## config.mk

```make
export PLATFORM = sky130hd
export DESIGN_NAME = bads_ctrl
export DESIGN_NICKNAME = d
export VERILOG_FILES = /design/src/sv/bads_pkg.sv /design/src/sv/bads_ctrl.sv
export SDC_FILE = /design/constraint.sdc
export NUM_CORES = 1
export LEC_CHECK = 0
export ABC_CLOCK_PERIOD_IN_PS = 1700
export BUFFER_PORTS_ARGS = -buffer_cell sky130_fd_sc_hd__clkbuf_2
export CORE_AREA = 2 2 39 41
export CTS_BUF_LIST = sky130_fd_sc_hd__clkbuf_4 sky130_fd_sc_hd__clkbuf_8
export CTS_CLUSTER_SIZE = 14
export DETAILED_ROUTE_END_ITERATION = 16
export DIE_AREA = 0 0 41 43
export PLACE_DENSITY = 0.43
export SETUP_SLACK_MARGIN = 0.05
export SLEW_MARGIN = 5
export SYNTH_ARGS = -nofsm -noshare
export SYNTH_HDL_FRONTEND = slang
export SYNTH_SLANG_ARGS = --single-unit
export TNS_END_PERCENT = 20
```

## constraint.sdc

```tcl
create_clock -name clk -period 1.7 [get_ports clk]
set_clock_uncertainty 0.15 [all_clocks]
set_input_delay 0.34 -clock clk [delete_from_list [all_inputs] [get_ports clk]]
set_output_delay 0.34 -clock clk [all_outputs]
set_load 0.005 [all_outputs]
```

## src/sv/bads_pkg.sv

```systemverilog
// ----------------------------------------------------------------------------
// bads_pkg
// Shared types and constants of the block average downsampler: register
// indexes, fixed field widths, controller states and control structs.
// ----------------------------------------------------------------------------
package bads_pkg;

    localparam int CFG_INDEX_BITS = 3;
    localparam int CFG_DATA_BITS  = 11;
    localparam int STRIDE_BITS    = 4;
    localparam int DIM_BITS       = 11;
    localparam int MAX_HEIGHT     = 1024;
    localparam int ROW_BITS       = 10;

    localparam logic [CFG_INDEX_BITS-1:0] REG_STRIDE_X    = 3'd0;
    localparam logic [CFG_INDEX_BITS-1:0] REG_STRIDE_Y    = 3'd1;
    localparam logic [CFG_INDEX_BITS-1:0] REG_LOW_WIDTH   = 3'd2;
    localparam logic [CFG_INDEX_BITS-1:0] REG_LOW_HEIGHT  = 3'd3;
    localparam logic [CFG_INDEX_BITS-1:0] REG_SPARSE_MODE = 3'd4;

    typedef enum logic [2:0] {
        ST_IDLE,
        ST_COL_START,
        ST_COL_WAIT,
        ST_MEM_RD,
        ST_UPDATE,
        ST_SUM_START,
        ST_SUM_WAIT,
        ST_EMIT
    } bads_state_t;

    typedef struct packed {
        logic in_ready;
        logic load_item;
        logic col_div_start;
        logic col_capture;
        logic mem_read;
        logic update;
        logic sum_div_start;
        logic sum_capture;
        logic emit;
    } bads_cmd_t;

    typedef struct packed {
        logic div_done;
        logic bottom_right;
        logic sparse;
        logic out_free;
    } bads_status_t;

endpackage

```

## src/sv/bads_ctrl.sv

```systemverilog
// ----------------------------------------------------------------------------
// bads_ctrl
// Controller of the block average downsampler: steps each item through
// column divide and accumulator read-modify-write and, at a block's last
// item, the block divide (average mode only) and result emission.
// ----------------------------------------------------------------------------
module bads_ctrl
    import bads_pkg::*;
(
    input  logic         clk,
    input  logic         rst_n,
    input  logic         in_valid,
    input  bads_status_t status,
    output bads_cmd_t    cmd
);

    bads_state_t state_reg, state_next;

    always_comb
    begin
        state_next = state_reg;
        case (state_reg)
            ST_IDLE:
            begin
                if (in_valid)
                begin
                    state_next = ST_COL_START;
                end
            end
            ST_COL_START: state_next = ST_COL_WAIT;
            ST_COL_WAIT:
            begin
                if (status.div_done)
                begin
                    state_next = ST_MEM_RD;
                end
            end
            ST_MEM_RD: state_next = ST_UPDATE;
            ST_UPDATE:
            begin
                if (!status.bottom_right)
                begin
                    state_next = ST_IDLE;
                end
                else if (status.sparse)
                begin
                    state_next = ST_EMIT;
                end
                else
                begin
                    state_next = ST_SUM_START;
                end
            end
            ST_SUM_START: state_next = ST_SUM_WAIT;
            ST_SUM_WAIT:
            begin
                if (status.div_done)
                begin
                    state_next = ST_EMIT;
                end
            end
            ST_EMIT:
            begin
                if (status.out_free)
                begin
                    state_next = ST_IDLE;
                end
            end
            default: state_next = ST_IDLE;
        endcase
    end

    always_comb
    begin
        cmd = '0;
        case (state_reg)
            ST_IDLE:
            begin
                cmd.in_ready  = 1'b1;
                cmd.load_item = in_valid;
            end
            ST_COL_START: cmd.col_div_start = 1'b1;
            ST_COL_WAIT:  cmd.col_capture   = status.div_done;
            ST_MEM_RD:    cmd.mem_read      = 1'b1;
            ST_UPDATE:    cmd.update        = 1'b1;
            ST_SUM_START: cmd.sum_div_start = 1'b1;
            ST_SUM_WAIT:  cmd.sum_capture   = status.div_done;
            ST_EMIT:      cmd.emit          = status.out_free;
            default:      cmd = '0;
        endcase
    end

    always_ff @(posedge clk or negedge rst_n)
    begin
        if (!rst_n)
        begin
            state_reg <= ST_IDLE;
        end
        else
        begin
            state_reg <= state_next;
        end
    end

endmodule

```

-- After elaboration in Yosys (flattened, before gate mapping)
Cells that the tools add are included.
W data, S select, Z words.
- multiplexer cells: 15
- reduce and logical (&&, ||, !) cells: 2
- eq/ne operators: 11
- operators by type and width (operator ; count):
    $pmux W3 S8 ; 1
    $mux W3 ; 5
    $eq A3 B3 Y1 const B ; 4
    $ne A2 B2 Y1 const B ; 4
    $mux W1 ; 7
    $eq A3 B2 Y1 const B ; 2
    $mux W2 ; 2
    $reduce_and A4 Y1 ; 1
    $eq A3 B1 Y1 const B ; 1
    $logic_not A3 Y1 ; 1
- register bits after elaboration: 3
- output and inout port bits: 9
- logic and storage cells: 29

-- Longest topological paths before layout
Gate-level depths: netlist of the first run.
- word-level depth: 3
- depth in mapped cells: 3
- gate-level depth less buffers: 2

-- Worst setup path after synthesis of the first run
OpenSTA, ideal clock, no wires.
- path kind: register -> output
- start point: register state_reg[2]
- end point: output cmd[7] in the netlist's numbering
- required time: 1.210 ns
- data arrival time: 0.842 ns
- buffers on the path: 1
- cell stages (with the launch flop): 4
- slack: 0.368 ns
- cells stage by stage: dfrtp_1 -> buf_6 -> nor3_2 -> and2_1
- RTL lines (element ; line ; RTL):
    from (decl) ; bads_ctrl.sv:17 ; bads_state_t state_reg, state_next;
    from (signal assigned) ; bads_ctrl.sv:101 ; state_reg <= state_next;
    to (decl) ; bads_ctrl.sv:14 ; output bads_cmd_t cmd

==> metrics.csv, run 1 <==
stage,metric,value,unit
status,outcome,"finished, final reports clean",
global_route,grt_pass1_wl,986,µm
worst_setup_path,crit_path_end_kind,primary output,
global_route,track_usage,8.55,%
power,pwr-share-clk,18.0,%
logic_synthesis,synth_warnings,0,
clocking,clkTransAtPathRegs,0.04,ns
clocking,root_buffer,clkbuf_4,
layout,diodes,0,
clocking,htreeDepth,1,
clocking,cts_buffers,3,
placement,hpwl,452,µm
placement,port_buffers,15,
floorplanning,die_x,41,µm
power,ir_drop,0.588,mV
logic_synthesis,synth_area_leaders,"dfrtp_1 (27%), nor3b_2 (9.0%), buf_6 (8.1%)",
global_route,antenna_found_initial,0,
sta,setup_violations,0,
logic_synthesis,avgSynthCellArea,10.3,µm²
clocking,insertion_delay,0.23,ns
clocking,cts_tree,built,
worst_setup_path,crit_path_start_kind,register,
placement,place_ws,0.172,ns
sta,tns,0,ns
floorplanning,num_io_pins,16,
clocking,cts_buffer_depth,2,
logic_synthesis,synth_area,279,µm²
sta,fin_crit,1.62,ns
worst_setup_path,critPathMaxFanout,8,
layout,num-nets-final,58,
worst_setup_path,cp.required,1.21,ns
sta,layout_setup_ws,0.0834,ns
logic_synthesis,yosysMostFrequentCell,dfrtp_1,
power,p_sw_share,38.4,%
global_route,grt-ovfl-total,0,
power,pwr-share-seq,29.1,%
logic_synthesis,syn_nets,34,
floorplanning,die_height,43,µm
layout,largest_reg_flops,3,
min_path,hp-class,input pin to register,
worst_setup_path,cp.arrival,1.13,ns
logic_synthesis,ys_async_sr_fraction,100,%
sta,tightestPinTransition,0.274,ns
layout,drive_gt1_share,74.0,%
clocking,clock-sinks,3,
logic_synthesis,synth_top_area_cell,dfrtp_1,
global_route,grt_max_degree,13,
placement,globalplace.congestion,0.697,
logic_synthesis,synth_cells,27,
global_route,grt_pass1_vias,251,
routing,viasPerCell,4.27,
sta,timing.fmax,619,MHz
power,leakage,0.000223,µW
power,comb_power_share,52.9,%
routing,drtIter0Drc,4,
logic_synthesis,synth_top_area_share,26.9,%
worst_setup_path,critPathKind,register to primary output,
floorplanning,start_util,20.2,%
worst_setup_path,critPathSlowestCell,dfrtp_2,
power,p_per_area,1720,nW/µm²
layout,area_growth,61.0,%
sta,rsz0062_at_grt,true,
routing,vias,282,
routing,ant_nets,0,
sta,relSlewSlack,81.7,%
layout,fill_cells,153,
logic_synthesis,synth_edf_count,0,
worst_setup_path,path_cells,"buf_4, nor3b_2, buf_2",
floorplanning,num_rows,14,
logic_synthesis,synth_flop_cell,dfrtp_1,
routing,first_pass_iters,2,
floorplanning,dieArea,1760,µm²
logic_synthesis,ys_ff_latch,3,
power,p_int,476,µW
sta,finalHoldViolations,0,
sta,period_share,95.1,%
sta,holdWs,0.210,ns
worst_setup_path,slowest_delay,0.45,ns
floorplanning,coreArea,1380,µm²
routing,wl,628,µm
logic_synthesis,synth_cell_types,19,
power,switching_power,296,µW
flow_run,maxCapViolations,0,
routing,post-route-drc-count,0,
logic_synthesis,seq_area_frac_synth,26.9,%
routing,wl_per_cell,9.52,µm
sta,drv_slew,0,
==> layout make-up <==
type	instances	area (µm²)	area share (%)
timing repair buffer	22	136	30.4
sequential	3	78.8	17.5
multi-input combinational	20	180	40.1
inverter	1	3.75	0.836
tap	16	20.0	4.46
clock buffer	4	30.0	6.69
==> final timing paths <==
path                               from           end  slack (ns)  cells past startpoint
max reg2reg                state_reg[2]  state_reg[0]        0.50                      3
min in group asynchronous         rst_n  state_reg[2]        0.29                      2
min reg2reg                state_reg[2]  state_reg[2]        0.52                      2
max in group asynchronous         rst_n  state_reg[0]        0.99                      2
min                           status[0]  state_reg[1]        0.21                      2
max                        state_reg[0]        cmd[6]        0.08                      3
==> critical path, delay by kind of cell, from the launching register on <==
family / cells / cell delay (ns)
buf+inv: 2 / 0.31
flops: 1 / 0.45
simple gates: 1 / 0.14
==> logic make-up after synthesis <==
logic type                share of synthesized area (%)
and+or+nand+nor                                    42.2
buffers and inverters                              12.1
AOI/OAI and AO/OA                                  12.1
DFF                                                26.9
xor gates and xnor gates                           3.14
muxes                                              3.59
==> per-layer routing <==
metal  global-route usage (%)  up-vias  part of all wire (%)
li1                         -      145                     -
met1                     12.6      128                    44
met2                     9.69        9                    48
met3                     1.57        0                   8.0
met4                     8.00        0                     0
met5                        0        -                     0
==> what timing repair did <==
item                                    4_1_cts  5_1_grt
resized for setup                             2        7
hold endpoints to repair                      3        0
pin swaps                                     0        3
hold buffers                                  1        0
endpoints found under the setup margin        8        8
buffers inserted                              0        5
==> per-stage QoR <==
stage | cell area, µm² | instances | util (%) | power (µW)
6_report | 449 | 66 | 32.5 | 772
5_1_grt | 449 | 66 | 32.5 | 845
4_1_cts | 394 | 61 | 28.5 | 681
3_5_place_dp | 352 | 56 | 25.4 | 524
3_3_place_gp | 352 | 56 | 25.4 | 527
2_1_floorplan | 279 | 27 | - | 467
==> power by group through the flow <==
stage          combinational, µW  clock [µW]  sequential, µW
2_1_floorplan                329           0             137
4_1_cts                      306         149             226
3_3_place_gp                 305           0             222
6_report                     408         139             225
3_5_place_dp                 304           0             220
5_1_grt                      453         151             241
==> cells in the final DEF (no fill, tap or decap) <==
| cell | n |
|---|---|
| clkbuf_2 | 12 |
| buf_4 | 6 |
| clkbuf_4 | 4 |
| dfrtp_2 | 3 |
| nor3b_2 | 2 |
| nor3_1 | 2 |
| nor3_2 | 2 |
| nor2_1 | 2 |
| nand4b_1 | 2 |
| buf_2 | 2 |
| inv_2 | 1 |
| and3_1 | 1 |
| and2_1 | 1 |
| nand3b_4 | 1 |
| and4_4 | 1 |
| mux2i_1 | 1 |
| o311ai_2 | 1 |
| nand2_1 | 1 |
| xnor2_1 | 1 |
| o211ai_2 | 1 |
| a21oi_1 | 1 |
| dlygate4sd3_1 | 1 |
| buf_6 | 1 |
(Power assumes the default switching activity.)
==> inputs of run 2 (changes only) <==
--- a/config.mk
+++ b/config.mk
@@ -5,7 +5,7 @@
 export SDC_FILE = /design/constraint.sdc
 export NUM_CORES = 1
 export LEC_CHECK = 0
-export ABC_CLOCK_PERIOD_IN_PS = 1700
+export ABC_CLOCK_PERIOD_IN_PS = 1500
 export BUFFER_PORTS_ARGS = -buffer_cell sky130_fd_sc_hd__clkbuf_2
 export CORE_AREA = 2 2 39 41
 export CTS_BUF_LIST = sky130_fd_sc_hd__clkbuf_4 sky130_fd_sc_hd__clkbuf_8
==> constraint.sdc (replaced) <==
create_clock -name clk -period 1.5 [get_ports clk]
set_clock_uncertainty 0.15 [all_clocks]
set_input_delay 0.3 -clock clk [delete_from_list [all_inputs] [get_ports clk]]
set_output_delay 0.3 -clock clk [all_outputs]
set_load 0.005 [all_outputs]
==> metrics.csv, run 2 (synthesis results as in run 1) <==
stage,metric,value,unit,change
status,outcome,"complete, but fails checks",,
status,violations,negative setup slack,,
worst_setup_path,slowest_delay,0.49,ns,+0.04 ns
global_route,grt-ovfl-total,0,,unchanged
worst_setup_path,path_buf_inv,1,,-1
clocking,cts_buffers,3,,unchanged
sta,layout_setup_ws,-0.0648,ns,-0.148 ns
global_route,grt_pass1_wl,917,µm,-7.0%
routing,vias,273,,-3.2%
layout,num-nets-final,57,,-1.7%
clocking,insertion_delay,0.23,ns,about the same
placement,hpwl,471,µm,+4.0%
power,p_int,528,µW,+11%
floorplanning,die_x,41,µm,unchanged
worst_setup_path,rrSetupSlack,0.29,ns,-0.21 ns
power,leakage,0.000218,µW,-2.2%
layout,diodes,0,,unchanged
layout,design_area,440,µm²,-1.9%
floorplanning,coreArea,1380,µm²,unchanged
routing,drtIter0Drc,1,,-3
routing,viasPerCell,4.20,,-1.7%
power,ir_drop,0.587,mV,-0.23%
layout,layout_common_cells,"clkbuf_2 (12), clkbuf_4 (4), buf_4 (4)",,
routing,first_pass_iters,2,,unchanged
flow_run,maxCapViolations,0,,unchanged
global_route,grt_pass1_vias,231,,-8.0%
floorplanning,num_rows,14,,unchanged
clocking,clkTransAtPathRegs,0.04,ns,about the same
worst_setup_path,crit_path_start_kind,register,,
sta,period_share,104,%,
placement,port_buffers,15,,unchanged
clocking,cts_tree,built,,
layout,largest_reg_flops,3,,unchanged
floorplanning,num_io_pins,16,,unchanged
floorplanning,dieArea,1760,µm²,unchanged
layout,area_growth,57.8,%,
routing,wl,627,µm,-0.16%
sta,tightestPinTransition,0.232,ns,-0.0422 ns
worst_setup_path,crit_path_end_kind,primary output,,
min_path,hp-class,input pin to register,,
power,switching_power,339,µW,+15%
clocking,htreeDepth,1,,unchanged
worst_setup_path,path_cells,"and4_2, clkbuf_2",,
global_route,grt_max_degree,11,,-2
sta,timing.fmax,639,MHz,
power,p_per_area,1970,nW/µm²,+15%
placement,dpl_cell_area,367,µm²,+4.3%
clocking,clock-sinks,3,,unchanged
worst_setup_path,critPathKind,register to primary output,,
clocking,cts_buffer_depth,2,,unchanged
worst_setup_path,cp.arrival,1.11,ns,-0.02 ns
routing,ant_nets,0,,unchanged
placement,globalplace.congestion,0.699,,+0.22%
power,pwr-share-clk,18.2,%,+0.2 points
worst_setup_path,cp_top_family,flip-flops,,
layout,drive_gt1_share,73.5,%,-0.53 points
routing,wl_per_cell,9.65,µm,+1.4%
worst_setup_path,critPathSlowestCell,dfrtp_2,,
sta,fin_crit,1.56,ns,
sta,finalHoldViolations,0,,unchanged
routing,post-route-drc-count,0,,unchanged
clocking,root_buffer,clkbuf_4,,
power,comb_power_share,55.1,%,+2.2 points
worst_setup_path,critPathMaxFanout,10,,+2
sta,relSlewSlack,84.5,%,+2.8 points
sta,setup_violations,5,,+5
power,p_sw_share,39.1,%,+0.77 points
global_route,track_usage,8.05,%,-0.50 points
floorplanning,die_height,43,µm,unchanged
power,p_total,867,µW,+12%
power,pwr-share-seq,26.7,%,-2.4 points
worst_setup_path,cp.required,1.05,ns,-0.16 ns
sta,drv_slew,0,,unchanged
layout,final_common_cell,clkbuf_2,,
global_route,antenna_found_initial,0,,unchanged
sta,rsz0062_at_grt,true,,
floorplanning,start_util,20.2,%,unchanged
-- run 2: layout make-up --
class	instances	area, µm²
repair buffers	21	126
clock buffers	4	30.0
flip-flops and latches	3	78.8
multi-input cells	20	181
inverters	1	3.75
well taps	16	20.0
fillers	155	943
-- run 2: repair_timing --
action / CTS / global route
pin swaps: 2 / 2
buffers inserted: 1 / 1
endpoints found under the setup margin: 9 / 9
hold buffers: 1 / 0
gates resized for setup: 4 / 5
hold endpoints to repair: 3 / 0
gates cloned: 0 / 0
-- run 2: power groups by stage --
stage	Sequential (µW)	Combinational (µW)	Clock [µW]
final	232	478	158
after global routing	244	526	171
after CTS	235	445	169
after detailed placement	227	406	0
after global placement	232	409	0
after floorplan	156	373	0
-- run 2: per-layer routing --
metal / vias up / track usage, % / part of all wire [%]
li1: 143 / - / -
met1: 121 / 11.3 / 46
met2: 9 / 9.38 / 47
met3: 0 / 1.57 / 6.5
met4: 0 / 8.00 / 0
met5: - / 0 / 0
-- run 2: path summary, 6_finish.rpt --
check,from,end,depth (start not counted)
max,state_reg[1],cmd[0],2
min,status[0],state_reg[1],2
max reg2reg,state_reg[1],state_reg[2],3
min in group asynchronous,rst_n,state_reg[2],2
max in group asynchronous,rst_n,state_reg[0],2
min reg2reg,state_reg[1],state_reg[0],1
-- run 2: worst register-to-register path, stage by stage (launching register included) --
cell and delay, ns:
dfrtp_2 0.48, buf_4 0.18, nor3_1 0.20, nor3_2 0.07
-- run 2: stage by stage --
stage                     util, %  setup slack, ns  cells  hold slack, ns  setup TNS [ns]
final                        31.8          -0.0648     65           0.164          -0.171
after global routing         31.8           -0.131     65           0.163          -0.724
after CTS                    30.8          -0.0862     64           0.151          -0.413
after detailed placement     26.5           0.0863     58         -0.0491               0
after global placement       26.5           0.0626     58         -0.0477               0
after floorplan                 -            0.208     27          -0.146               0
==> inputs of run 3 (changes only) <==
--- a/config.mk
+++ b/config.mk
@@ -6,13 +6,12 @@
 export NUM_CORES = 1
 export LEC_CHECK = 0
 export ABC_CLOCK_PERIOD_IN_PS = 1500
-export BUFFER_PORTS_ARGS = -buffer_cell sky130_fd_sc_hd__clkbuf_2
-export CORE_AREA = 2 2 39 41
+export BUFFER_PORTS_ARGS = -buffer_cell sky130_fd_sc_hd__buf_2
+export CORE_AREA = 5 5 42 44
 export CTS_BUF_LIST = sky130_fd_sc_hd__clkbuf_4 sky130_fd_sc_hd__clkbuf_8
 export CTS_CLUSTER_SIZE = 14
 export DETAILED_ROUTE_END_ITERATION = 16
-export DIE_AREA = 0 0 41 43
-export PLACE_DENSITY = 0.43
+export DIE_AREA = 0 0 47 49
 export SETUP_SLACK_MARGIN = 0.05
 export SLEW_MARGIN = 5
 export SYNTH_ARGS = -nofsm -noshare
==> metrics.csv, run 3 (synthesis results as in run 1) <==
stage,metric,value,unit,change
layout,final_common_cell,buf_2,,
global_route,grt_pass1_vias,339,,+47%
global_route,track_usage,9.31,%,+1.3 points
placement,globalplace.congestion,0.644,,-7.8%
routing,wl,924,µm,+47%
layout,largest_reg_flops,3,,unchanged
floorplanning,num_rows,14,,unchanged
routing,wl_per_cell,13.4,µm,+39%
worst_setup_path,rrSetupSlack,0.11,ns,-0.18 ns
sta,finalHoldViolations,0,,unchanged
layout,diodes,0,,unchanged
clocking,cts_tree,built,,
sta,fin_crit,1.57,ns,+0.00619 ns
power,comb_power_share,63.0,%,+7.9 points
routing,viasPerCell,4.68,,+11%
layout,final_util,35.7,%,+3.9 points
floorplanning,die_height,49,µm,+14%
power,p_int,640,µW,+21%
worst_setup_path,cp.required,1.05,ns,about the same
routing,post-route-drc-count,0,,unchanged
flow_run,maxCapViolations,0,,unchanged
layout,design_area,500,µm²,+14%
worst_setup_path,slowest_delay,0.45,ns,-0.04 ns
floorplanning,die_x,47,µm,+15%
sta,period_share,105,%,+0.41 points
power,pwr-share-seq,21.7,%,-5.0 points
worst_setup_path,critPathMaxFanout,4,,-6
worst_setup_path,crit_path_end_kind,primary output,,
clocking,htreeDepth,1,,unchanged
worst_setup_path,crit_path_start_kind,register,,
sta,layout_setup_ws,-0.0710,ns,-0.00619 ns
layout,drive_gt1_share,79.2,%,+5.8 points
placement,dpl_cell_area,382,µm²,+4.1%
placement,hpwl,573,µm,+22%
global_route,grt_pass1_wl,1460,µm,+59%
min_path,min_path_cells,2,,unchanged
sta,relSlewSlack,83.2,%,-1.3 points
sta,drv_slew,0,,unchanged
power,leakage,0.000249,µW,+14%
power,p_sw_share,39.4,%,+0.23 points
min_path,min_to,state_reg[1],,
layout,layout_common_cells,"buf_2 (15), buf_4 (6), clkbuf_4 (4)",,
layout,area_growth,79.4,%,
clocking,clkTransAtPathRegs,0.04,ns,about the same
worst_setup_path,path_cells,"buf_12, nor3b_2, buf_2",,
floorplanning,dieArea,2300,µm²,+31%
power,p_per_area,2110,nW/µm²,+7.0%
floorplanning,start_util,19.9,%,-0.25 points
sta,setup_violations,8,,+3
power,pwr-share-clk,15.3,%,-2.9 points
global_route,grt_max_degree,8,,-3
worst_setup_path,critPathSlowestCell,dfrtp_2,,
power,switching_power,415,µW,+22%
routing,ant_nets,0,,unchanged
routing,vias,323,,+18%
sta,holdWs,0.160,ns,-0.00375 ns
sta,rsz0062_at_grt,true,,
worst_setup_path,path_buf_inv,2,,+1
worst_setup_path,critPathKind,register to primary output,,
clocking,clock-sinks,3,,unchanged
status,outcome,"complete, but fails checks",,
sta,timing.fmax,637,MHz,-0.39%
floorplanning,coreArea,1400,µm²,+1.3%
clocking,root_buffer,clkbuf_4,,
clocking,cts_buffer_depth,2,,unchanged
worst_setup_path,reg2reg_depth,5,,+2
routing,drtIter0Drc,0,,-1
sta,tightestPinTransition,0.251,ns,+0.0194 ns
worst_setup_path,reg2reg_to,state_reg[1],,
floorplanning,num_io_pins,16,,unchanged
layout,fill_cells,155,,unchanged
routing,first_pass_iters,1,,-1
global_route,antenna_found_initial,0,,unchanged
min_path,hp-class,input pin to register,,
worst_setup_path,cp_top_family,flip-flops,,
worst_setup_path,timing.rr.start,state_reg[1],,
status,violations,negative setup slack,,
min_path,worstHoldStart,status[0],,
placement,dp.cells,60,,+3.4%
power,ir_drop,0.625,mV,+6.6%
layout,num-nets-final,61,,+7.0%
global_route,grt-ovfl-total,0,,unchanged
clocking,cts_buffers,3,,unchanged
layout,final_cells,69,,+6.2%
placement,port_buffers,15,,unchanged
worst_setup_path,crit_start,state_reg[1],,
clocking,insertion_delay,0.23,ns,about the same
worst_setup_path,cp.arrival,1.12,ns,about the same
==> run 3: cell types whose count changed in the layout (fill, tap and decap cells not counted), sizes merged <==
| cell | delta |
|---|---|
| buf | +16 |
| clkbuf | -12 |
==> run 3: metrics by stage <==
step	TNS (ns)	setup WS (ns)	total power, µW
finish	-0.365	-0.0710	1050
global route	-0.841	-0.125	1130
CTS	-0.294	-0.0628	995
detailed placement	0	0.0631	670
global placement	0	0.0902	664
floorplan	0	0.208	529
==> run 3: area by class of cell <==
type | instances | area, µm² | share of cell area [%]
Multi-Input combinational cell | 20 | 195 | 39.0
Timing Repair Buffer | 25 | 173 | 34.5
Inverter | 1 | 3.75 | 0.750
Clock buffer | 4 | 30.0 | 6.00
Sequential cell | 3 | 78.8 | 15.7
Tap cell | 16 | 20.0 | 4.00
==> run 3: worst max path at each step <==
| stage | cells past startpoint | slack [ns] | endpoint |
|---|---|---|---|
| floorplan | 3 | 0.21 | cmd[7] |
| global placement | 2 | 0.09 | cmd[0] |
| detailed placement | 2 | 0.06 | cmd[0] |
| CTS | 3 | -0.06 | cmd[7] |
| global route | 3 | -0.12 | cmd[2] |
| finish | 3 | -0.07 | cmd[6] |
==> run 3: routing by layer <==
metal / vias up / routed length [µm] / GRT usage [%]
li1: 152 / - / -
met1: 155 / 388 / 10.8
met2: 12 / 460 / 11.5
met3: 4 / 45 / 4.06
met4: 0 / 29 / 9.68
met5: - / 0 / 0
==> run 3: power by group through the flow <==
| stage | Sequential [µW] | Clock [µW] | Combinational (µW) |
|---|---|---|---|
| floorplan | 156 | 0 | 373 |
| global placement | 216 | 0 | 448 |
| detailed placement | 218 | 0 | 451 |
| CTS | 209 | 167 | 619 |
| global route | 237 | 174 | 716 |
| finish | 229 | 161 | 665 |
==> run 3: timing repair <==
action,in CTS,in global routing
hold buffers,1,0
buffers inserted,3,1
endpoints found under the setup margin,9,9
pin swaps,1,2
endpoints found under the hold margin,3,0
resized for setup,9,3
